===== config.mk =====
export PLATFORM = sky130hd
export DESIGN_NAME = sliding_window_average_core
export DESIGN_NICKNAME = d
export VERILOG_FILES = /design/src/rtl/core/swa_pkg.sv /design/src/rtl/core/swa_window.sv /design/src/rtl/core/swa_div.sv /design/src/rtl/core/sliding_window_average_core.sv
export SDC_FILE = /design/constraint.sdc
export NUM_CORES = 1
export LEC_CHECK = 0
export BUFFER_PORTS_ARGS = -buffer_cell sky130_fd_sc_hd__buf_2
export CORE_MARGIN = 8
export CORE_UTILIZATION = 57
export DETAILED_ROUTE_END_ITERATION = 16
export GPL_TIMING_DRIVEN = 0
export PLACE_DENSITY = 0.77
export SETUP_SLACK_MARGIN = 0.05
export SLEW_MARGIN = 20
export SYNTH_ARGS = -nofsm -noshare
export SYNTH_HDL_FRONTEND = slang
export SYNTH_HIERARCHICAL = 1
export SYNTH_SLANG_ARGS = --single-unit
export TNS_END_PERCENT = 10

===== constraint.sdc =====
create_clock -name clk -period 4.1 [get_ports clk]
set_input_delay 0.205 -clock clk [delete_from_list [all_inputs] [get_ports clk]]
set_output_delay 0.205 -clock clk [all_outputs]
set_load 0.01 [all_outputs]

===== src/rtl/core/swa_pkg.sv =====
// Shared types and fixed widths for the sliding window average core.
// No dependencies; every module of the core imports this package.
`default_nettype none
package swa_pkg;

	localparam int SAMPLE_W = 16;
	localparam int TOTAL_W  = 24;
	localparam int LEN_W    = 8;
	localparam int REM_W    = LEN_W + 1;
	localparam int DIV_CNT_W = $clog2(TOTAL_W);

	localparam logic [LEN_W-1:0] LENGTH_RESET = LEN_W'(16);

	typedef enum logic [1:0] {
		ST_IDLE,
		ST_SUM,
		ST_DIV,
		ST_WRITE
	} state_t;

	typedef struct packed {
		logic start;
	} div_ctrl_t;

	typedef struct packed {
		logic busy;
		logic done;
	} div_stat_t;

endpackage
`default_nettype wire


===== src/rtl/core/swa_window.sv =====
// Sample history as a shift line that can also rotate through its head tap.
// Depends on swa_pkg for the sample width.
`default_nettype none
module swa_window
	import swa_pkg::*;
#(
	parameter int DEPTH = 16
) (
	input  wire                        clk,
	input  wire                        arst_n,
	input  wire                        shift_en,
	input  wire                        rotate_en,
	input  wire logic [SAMPLE_W-1:0]   sample_in,
	output logic      [SAMPLE_W-1:0]   head
);

	logic [SAMPLE_W-1:0] win_q [DEPTH];

	always_ff @(posedge clk or negedge arst_n) begin
		if (!arst_n) begin
			for (int k = 0; k < DEPTH; k++) begin
				win_q[k] <= '0;
			end
		end else if (shift_en) begin
			// newest at the head, drop the oldest
			win_q[0] <= sample_in;
			for (int k = 1; k < DEPTH; k++) begin
				win_q[k] <= win_q[k-1];
			end
		end else if (rotate_en) begin
			// advance towards the head, wrap the head round to the tail
			win_q[DEPTH-1] <= win_q[0];
			for (int k = 0; k < DEPTH - 1; k++) begin
				win_q[k] <= win_q[k+1];
			end
		end
	end

	assign head = win_q[0];

endmodule
`default_nettype wire


===== src/rtl/core/swa_div.sv =====
// Bit-serial restoring divider: signed total by unsigned length, one quotient bit a cycle.
// Depends on swa_pkg for widths and the control and status structs.
`default_nettype none
module swa_div
	import swa_pkg::*;
(
	input  wire                       clk,
	input  wire                       arst_n,
	input  wire div_ctrl_t            ctrl,
	input  wire logic [TOTAL_W-1:0]   total,
	input  wire logic [LEN_W-1:0]     divisor,
	output div_stat_t                 stat,
	output logic      [SAMPLE_W-1:0]  quotient
);

	logic [TOTAL_W-1:0]   dvd_q;
	logic [LEN_W-1:0]     rem_q;
	logic [LEN_W-1:0]     dsr_q;
	logic [DIV_CNT_W-1:0] cnt_q;
	logic                 busy_q;
	logic                 done_q;
	logic                 neg_q;

	logic [REM_W-1:0]     trial;
	logic                 fits;
	logic [SAMPLE_W-1:0]  mag;

	// remainder stays below the divisor, so it always fits in LEN_W bits
	assign trial = {rem_q, dvd_q[TOTAL_W-1]};
	assign fits  = trial >= {1'b0, dsr_q};

	always_ff @(posedge clk or negedge arst_n) begin
		if (!arst_n) begin
			busy_q <= 1'b0;
			done_q <= 1'b0;
			cnt_q  <= '0;
		end else begin
			done_q <= 1'b0;
			if (ctrl.start) begin
				busy_q <= 1'b1;
				cnt_q  <= '0;
			end else if (busy_q) begin
				cnt_q <= cnt_q + 1'b1;
				if (cnt_q == DIV_CNT_W'(TOTAL_W - 1)) begin
					busy_q <= 1'b0;
					done_q <= 1'b1;
				end
			end
		end
	end

	always_ff @(posedge clk) begin
		if (ctrl.start) begin
			neg_q <= total[TOTAL_W-1];
			dvd_q <= total[TOTAL_W-1] ? (~total + 1'b1) : total;
			rem_q <= '0;
			dsr_q <= divisor;
		end else if (busy_q) begin
			rem_q <= fits ? LEN_W'(trial - {1'b0, dsr_q}) : trial[LEN_W-1:0];
			dvd_q <= {dvd_q[TOTAL_W-2:0], fits};
		end
	end

	assign mag         = dvd_q[SAMPLE_W-1:0];
	assign quotient    = neg_q ? (~mag + 1'b1) : mag;
	assign stat.busy   = busy_q;
	assign stat.done   = done_q;

endmodule
`default_nettype wire


===== src/rtl/core/sliding_window_average_core.sv =====
// Top level of the sliding window average: handshakes, sequencer and accumulator.
// Depends on swa_pkg, swa_window and swa_div.
//
//   channel  | handshake            | payload
//   ---------+----------------------+---------------------------------
//   input    | in_valid / in_ready  | sample        (16-bit signed)
//   output   | out_valid / out_ready| average       (16-bit signed)
//   config   | cfg_valid / cfg_ready| window_length (8-bit unsigned)
//
// One word goes from acceptance to a loaded result in three steps: one full
// rotation of the window through the accumulator, the bit-serial divide of the
// total, then the hand-over state that loads the output register.
// Reset clears the window, the total and the length register (16); no sweep.
// A result waiting on out_ready does not block the next input word; the
// sequencer only holds in its hand-over state if the output register is full.
`default_nettype none
module sliding_window_average_core
	import swa_pkg::*;
#(
	parameter int WINDOW_DEPTH = 16
) (
	input  wire                       clk,
	input  wire                       arst_n,
	input  wire                       in_valid,
	output logic                      in_ready,
	input  wire logic [SAMPLE_W-1:0]  sample,
	output logic                      out_valid,
	input  wire                       out_ready,
	output logic      [SAMPLE_W-1:0]  average,
	input  wire                       cfg_valid,
	output logic                      cfg_ready,
	input  wire logic [LEN_W-1:0]     window_length
);

	localparam int CNT_W = $clog2(WINDOW_DEPTH);

	state_t              state_q, state_d;
	logic [LEN_W-1:0]    len_q;
	logic [LEN_W-1:0]    n_eff;
	logic [CNT_W-1:0]    cnt_q;
	logic [TOTAL_W-1:0]  acc_q;
	logic [TOTAL_W-1:0]  acc_d;
	logic [TOTAL_W-1:0]  head_ext;
	logic [SAMPLE_W-1:0] head;
	logic [SAMPLE_W-1:0] avg_q;
	logic                out_valid_q;
	logic                last_tap;
	logic                in_take;
	logic                rotate_en;
	logic                load_out;
	div_ctrl_t           div_ctrl;
	div_stat_t           div_stat;
	logic [SAMPLE_W-1:0] quotient;

	// Length register; writes must only arrive while idle (the block does not enforce this), so always take them
	assign cfg_ready = 1'b1;

	always_ff @(posedge clk or negedge arst_n) begin
		if (!arst_n) begin
			len_q <= LENGTH_RESET;
		end else if (cfg_valid && cfg_ready) begin
			len_q <= window_length;
		end
	end

	// Clamp the length: zero counts as one, anything past the depth as the depth
	always_comb begin
		if (len_q == '0) begin
			n_eff = LEN_W'(1);
		end else if (len_q > LEN_W'(WINDOW_DEPTH)) begin
			n_eff = LEN_W'(WINDOW_DEPTH);
		end else begin
			n_eff = len_q;
		end
	end

	swa_window #(
		.DEPTH     (WINDOW_DEPTH)
	) u_window (
		.clk       (clk),
		.arst_n    (arst_n),
		.shift_en  (in_take),
		.rotate_en (rotate_en),
		.sample_in (sample),
		.head      (head)
	);

	// Sum the newest n_eff taps as they pass the head during the rotation
	assign head_ext = {{(TOTAL_W - SAMPLE_W){head[SAMPLE_W-1]}}, head};
	assign acc_d    = (LEN_W'(cnt_q) < n_eff) ? (acc_q + head_ext) : acc_q;
	assign last_tap = cnt_q == CNT_W'(WINDOW_DEPTH - 1);

	swa_div u_div (
		.clk      (clk),
		.arst_n   (arst_n),
		.ctrl     (div_ctrl),
		.total    (acc_d),
		.divisor  (n_eff),
		.stat     (div_stat),
		.quotient (quotient)
	);

	// Next state
	always_comb begin
		state_d = state_q;
		case (state_q)
			ST_IDLE: begin
				if (in_valid) begin
					state_d = ST_SUM;
				end
			end
			ST_SUM: begin
				if (last_tap) begin
					state_d = ST_DIV;
				end
			end
			ST_DIV: begin
				if (div_stat.done) begin
					state_d = ST_WRITE;
				end
			end
			ST_WRITE: begin
				if (!out_valid_q || out_ready) begin
					state_d = ST_IDLE;
				end
			end
			default: begin
				state_d = ST_IDLE;
			end
		endcase
	end

	// State outputs
	always_comb begin
		in_ready       = 1'b0;
		rotate_en      = 1'b0;
		div_ctrl.start = 1'b0;
		load_out       = 1'b0;
		case (state_q)
			ST_IDLE: begin
				in_ready = 1'b1;
			end
			ST_SUM: begin
				rotate_en      = 1'b1;
				div_ctrl.start = last_tap;
			end
			ST_WRITE: begin
				load_out = !out_valid_q || out_ready;
			end
			default: begin
				in_ready = 1'b0;
			end
		endcase
	end

	assign in_take = in_valid && in_ready;

	always_ff @(posedge clk or negedge arst_n) begin
		if (!arst_n) begin
			state_q     <= ST_IDLE;
			cnt_q       <= '0;
			acc_q       <= '0;
			out_valid_q <= 1'b0;
		end else begin
			state_q <= state_d;
			if (in_take) begin
				cnt_q <= '0;
				acc_q <= '0;
			end else if (rotate_en) begin
				cnt_q <= cnt_q + 1'b1;
				acc_q <= acc_d;
			end
			// hold the word until taken, refill straight behind it
			if (load_out) begin
				out_valid_q <= 1'b1;
			end else if (out_ready) begin
				out_valid_q <= 1'b0;
			end
		end
	end

	always_ff @(posedge clk) begin
		if (load_out) begin
			avg_q <= quotient;
		end
	end

	assign out_valid = out_valid_q;
	assign average   = avg_q;

`ifndef SYNTHESIS
	a_take_starts_sum: assert property (@(posedge clk) disable iff (!arst_n)
		in_valid && in_ready |=> state_q == ST_SUM)
		else $error("accepted word did not start the window sum");

	a_div_done_in_div: assert property (@(posedge clk) disable iff (!arst_n)
		div_stat.done |-> state_q == ST_DIV)
		else $error("divider finished outside the divide state");

	a_ready_div_idle: assert property (@(posedge clk) disable iff (!arst_n)
		in_ready |-> !div_stat.busy)
		else $error("input ready while the divider is busy");

	a_load_not_lost: assert property (@(posedge clk) disable iff (!arst_n)
		load_out |=> out_valid)
		else $error("loaded result not presented");
`endif

endmodule
`default_nettype wire

**After elaboration in Yosys (flattened, before gate mapping)**

Index checks and enable logic that the tools add are counted.

- Register bits: 359
- Latch bits: 0
- Bits in writable memories: 0
- Memory bits (read-only): 0
- Bits of input ports: 29
- Output and inout bits: 19
- Word-level logic and storage cells: 91
- Memories kept: 0

- Add/subtract/negate cells: 6
- Multiply operators: 0
- Div/mod/pow operators: 0
- Order comparisons: 3
- Eq/ne operators: 9
- Shifts and indexed selects: 0
- Mux-type cells: 33
- Bitwise logic cells: 2
- Reductions and logical operators: 9

Operators with widths:

| operator | number |
|---|---|
| 256-bit two-way mux | 2 |
| 24-bit two-way mux | 6 |
| 24-bit by 1-bit adder with 24-bit output (second input constant) | 1 |
| 24-bit adder | 1 |
| 8-bit two-way mux | 3 |
| 24-bit NOT | 1 |
| 16-bit by 1-bit adder with 16-bit output (second input constant) | 1 |
| 16-bit two-way mux | 1 |
| 16-bit NOT | 1 |
| 1-bit two-way mux | 12 |
| 5-bit two-way mux | 2 |
| 9-bit by 8-bit >= comparator with 1-bit output | 1 |
| 8-bit by 5-bit greater-than comparator with 1-bit output (second input constant) | 1 |
| 8-bit zero test | 1 |
| 4-bit by 8-bit < comparator with 1-bit output | 1 |
| 2-bit two-way mux | 4 |
| 4-bit two-way mux | 2 |
| 2-bit one-hot mux with 4 select lines | 1 |
| 8-bit subtractor | 1 |
| 2-bit inequality test (second input constant) | 3 |
| 2-bit nonzero test | 3 |
| 5-bit by 1-bit adder with 5-bit output (second input constant) | 1 |
| 5-bit equality test (second input constant) | 1 |
| 4-bit by 1-bit adder with 4-bit output (second input constant) | 1 |
| other kinds (9) | 10 |

**Logic depth before layout (Yosys ltp)**

- Depth after elaboration: 9
- Depth in mapped cells: 17
- Gate-level depth less buffers: 16

**Cells and area by module**

The synthesis kept the hierarchy.

Modules (own cells, without submodules):

| module | times used | cells each | area an instance (um^2) | sequential area each (um^2) |
|---|---|---|---|---|
| swa_window | 1 | 1,126 | 12,010.3 | 6,406.1 |
| sliding_window_average_core | 1 | 466 | 4,021.4 | 1,457.6 |
| swa_div | 1 | 341 | 3,148.0 | 1,326.3 |

**Least setup slack after synthesis**

Ideal clock, no wire load.

- Path type: register to register
- From: register len_q[7]
- To: register u_div.dvd_q[19], data pin
- Setup time: 0.270 ns
- Arrival time: 3.728 ns
- Data required time: 3.830 ns
- Slack: 0.101 ns
- Stages on the path, launching flop included: 16
- Buffers on the path: 2
- Clock period less this slack: 3.999 ns
- Cell sequence: dfrtp_1 > nor4_2 > nand2_1 > ha_1 > o21a_1 > a211oi_2 > nor2_1 > buf_2 > nand2_1 > o21ai_0 > or4_1 > buf_2 > or4_1 > o21ai_2 > xor2_1 > a21oi_1

- Word-level cells in the longest chain between the ends: 9
- Elaborated cells between the ends (all ways): 10
- Classes of those cells: add/sub: 1; order compare: 2; mux: 5; bitwise: 1; reduce/logical: 1

Ends and longest elaborated chain:

| what | RTL line | RTL |
|---|---|---|
| start, declared | sliding_window_average_core.sv:38 | `logic [LEN_W-1:0] len_q;` |
| start signal, assigned | sliding_window_average_core.sv:62 | `len_q <= window_length;` |
| 8-bit by 5-bit greater-than comparator with 1-bit output | sliding_window_average_core.sv:70 | `end else if (len_q > LEN_W'(WINDOW_DEPTH)) begin` |
| 8-bit two-way mux | sliding_window_average_core.sv:70 |  |
| 8-bit two-way mux * | sliding_window_average_core.sv:68 | `if (len_q == '0) begin` |
| 4-bit by 8-bit < comparator with 1-bit output * | sliding_window_average_core.sv:90 | `assign acc_d = (LEN_W'(cnt_q) < n_eff) ? (acc_q + head_ext) : acc_q;` |
| 24-bit two-way mux * | sliding_window_average_core.sv:90 |  |
| via acc_d[14] | sliding_window_average_core.sv:42 | `logic [TOTAL_W-1:0] acc_d;` |
| 24-bit NOT * | swa_div.sv:55 | `dvd_q <= total[TOTAL_W-1] ? (~total + 1'b1) : total;` |
| 24-bit by 1-bit adder with 24-bit output * | swa_div.sv:55 |  |
| 24-bit two-way mux * | swa_div.sv:55 |  |
| 24-bit two-way mux * | swa_div.sv:53 | `if (ctrl.start) begin` |
| end signal, assigned | swa_div.sv:55 |  |
| end signal, assigned | swa_div.sv:60 | `dvd_q <= {dvd_q[TOTAL_W-2:0], fits};` |
| end, declared | swa_div.sv:16 | `logic [TOTAL_W-1:0] dvd_q;` |

The timed path passes the listed nets; every way through them passes the cells marked *.
A chain may end at the register's enable or synchronous reset.

**Worst setup path in the final report**

- From: register u_window.win_q (netlist bit u_window/head[12])
- To: register u_div.dvd_q[23], data pin

- Word-level cells in the longest chain between the ends: 6

Ends and longest elaborated chain:

| what | RTL line | RTL |
|---|---|---|
| start, declared | swa_window.sv:17 | `logic [SAMPLE_W-1:0] win_q [DEPTH];` |
| start signal, assigned by index | swa_window.sv:28 | `win_q[k] <= win_q[k-1];` |
| start signal, assigned by index | swa_window.sv:32 | `win_q[DEPTH-1] <= win_q[0];` |
| start signal, assigned by index | swa_window.sv:34 | `win_q[k] <= win_q[k+1];` |
| 24-bit adder | sliding_window_average_core.sv:90 |  |
| 24-bit two-way mux | sliding_window_average_core.sv:90 |  |
| via acc_d[18] | sliding_window_average_core.sv:42 |  |
| 24-bit NOT | swa_div.sv:55 |  |
| 24-bit by 1-bit adder with 24-bit output | swa_div.sv:55 |  |
| 24-bit two-way mux | swa_div.sv:55 |  |
| 24-bit two-way mux | swa_div.sv:53 |  |

The timed path passes the listed nets, and every way through them passes these cells.

==> impl_metrics.yaml <==
timing:
  max_freq_mhz: 242.4
  worst_pin_slew_ns: 1.025
  clock_skew_ns: 0.02089
  slew_viol_final: 0
  setup_ws_ns: -0.02483
  final-hold-violation-count: 0
  relSlewSlack_pct: 31.50
  period_share_pct: 100.6
  rsz0062_at_grt: "true"
  holdWs_ns: 0.1594
  period_minus_slack_ns: 4.125
  setup_viol: 2
cells_and_area:
  fin_area_um2: 22730
  drive_above_1_share_pct: 16.42
  final_cells: 2580
  area_growth_syn_to_layout_pct: 18.53
  finalNetCount: 2173
  diodes: 0
placement:
  dpl.hpwl_um: 34240
  placedCellCount: 2430
  gp_congestion: 0.9002
  port_buffers: 45
  dpl_cell_area_um2: 20060
synth:
  ys_warn_count: 6
  synth_cells: 1932
  synth_area_per_cell_um2: 9.923
  syn-cell-area_um2: 19170
setup_path:
  cpLargestDelayFamily: "simple AND/OR/NAND/NOR gates"
  start_kind: "flip-flop"
  arrival_ns: 4.46
  slowest_delay_ns: 0.57
  critPathBufInv: 2
  critPathCaptureType: "flip-flop"
  path_max_fanout: 7
  cp_data_required_time_ns: 4.44
  worst-path-stages: 13
  cpMaxStageDelayCell: "or4_4"
  worstSetupPathType: "flip-flop to flip-flop"
  r2r.worst_path.cells: 13
  crit_chain: "buf_4 > ha_2 > and4_4 > nand3_1 > or3b_4 > nand3b_4 > nor2_4 > xor2_2 > o21ai_2 > or4_4 > or3_4 > buf_4 > o41ai_4"
  cp_common_cell: "buf_4"
pwr:
  total_power_mw: 18.77
  p_leak_nw: 9.709
  ir_drop_v: 0.0005237
  pwr_density_cell_nw_per_um2: 826.1
routing:
  vias: 15120
  wire_per_inst_um: 19.52
  ant_nets: 0
  viasPerCell: 5.859
  dr.pass1.iters: 5
  drtIter0Drc: 1191
  drc: 0
  wirelength_um: 50370
outcome:
  violations: "setup timing"
  status: "finished, violations left"
floorplan:
  fp-row-count: 67
  dieWidth_um: 199.4
  io_pins: 48
  initial_core_util_pct: 57.46
  coreArea_um2: 33360
  fp.dieArea_um2: 39760
  die-height_um: 199.4
clocking:
  cts_buffer_depth: 3
  htree_levels: 2
  clock-root-buffer: "clkbuf_16"
  cts_buffers: 40
  clkTransAtPathRegs_ns: 0.06
  worst_skew_pair.late_latency_ns: 0.55
  cts_tree: "yes"
  cts_sinks: 359
grt:
  grt_max_degree: 101
  grt_pass1_wl_um: 78450
  grt_remaining_overflow: 0
  grt_use_total_pct: 24.42
  antenna_found_initial: 0
  first_global_vias: 14920
hold_path:
  hold_path_class: "input port to async pin"
flow_run:
  maxCapViolCount: 0
[cell usage in the layout (no fill, tap or decap), drive strengths merged, types with 5 or more instances in the layout]
master,count
clkbuf,119
a211oi,6
dfxtp,8
o31ai,15
nand2,381
a311oi,5
a21o,13
or4,5
o21a,7
nand4,10
nor2b,6
dfrtp,301
ha,42
xor2,31
mux2i,261
buf,173
dlygate4sd3,26
nor3,16
xnor2,31
nand2b,7
nor2,70
o41ai,7
clkinv,14
mux2,8
o21ai,305
nand3,21
a21oi,71
edfxtp,49
and3,8
inv,39
a31oi,6
nor4,6
[per-layer routing]
| layer | global-route usage, % | vias up | share of wire [%] | wire, µm |
|---|---|---|---|---|
| met5 | 0 | - | 0 | 0 |
| met4 | 9.809 | 0 | 4.0 | 1992 |
| met3 | 3.116 | 154 | 4.9 | 2454 |
| met2 | 40.03 | 497 | 47 | 23920 |
| met1 | 32.68 | 7358 | 44 | 22000 |
| li1 | - | 7106 | - | - |
[layout make-up]
class	instances	area, µm²
clock buffers	53	1152
multi-input cells	1398	9379
flip-flops and latches	359	9203
inverters	36	135.1
well taps	448	560.5
repair buffers	126	1002
fillers	2500	10640
plain buffers	139	1055
clock inverters	21	239.0
[power by group]
part	switching (mW)	internal, mW
Combinational	5.26	4.00
Sequential	1.03	4.74
Clock	1.50	2.25
Total	7.79	11.0
[worst register-to-register path, stage by stage, from the launching register on]
cell	delay [ns]
dfrtp_1	0.47
buf_4	0.17
ha_2	0.40
and4_4	0.25
nand3_1	0.12
or3b_4	0.42
nand3b_4	0.11
nor2_4	0.05
xor2_2	0.27
o21ai_2	0.13
or4_4	0.57
or3_4	0.43
buf_4	0.17
o41ai_4	0.39
[registers in the layout, indices dropped and copies added, names as in the netlist]
name,cells
u_window/win_q,240
acc_q,24
u_div/dvd_q,24
average,16
u_window/head,16
len_q,8
u_div/dsr_q,8
u_div/rem_q,8
u_div/cnt_q,5
cnt_q,4
state_q,2
out_valid,1
u_div/busy_q,1
u_div/done_q,1
u_div/neg_q,1
[per-stage QoR]
stage	setup TNS, ns	util (%)	setup slack (ns)
after detailed placement	-12.65	60.12	-0.9700
final	-0.04269	68.11	-0.02483
after global routing	-0.5559	68.11	-0.1136
after CTS	0	66.19	0.03030
after global placement	-833.06	59.84	-2.766
after floorplan	0	-	0.1012
[what timing repair did]
item	CTS	global route
gates resized for setup	49	84
buffers inserted	20	31
hold endpoints to repair	142	0
gates cloned	0	2
pin swaps	12	43
setup endpoints to repair	22	21
hold buffers	26	0
[worst paths after layout]
path	from	endpoint	slack, ns
min reg2reg	u_div/rem_q[6]	u_div/rem_q[6]	0.51
max	u_window/head[12]	u_div/dvd_q[23]	-0.02
min	arst_n	acc_q[13]	0.16
max reg2reg	u_window/head[12]	u_div/dvd_q[23]	-0.02
max in group asynchronous	arst_n	u_window/win_q[140]	2.70
min in group clk	cfg_valid	len_q[0]	0.18
Note: power is estimated with default switching activity, not from simulation.
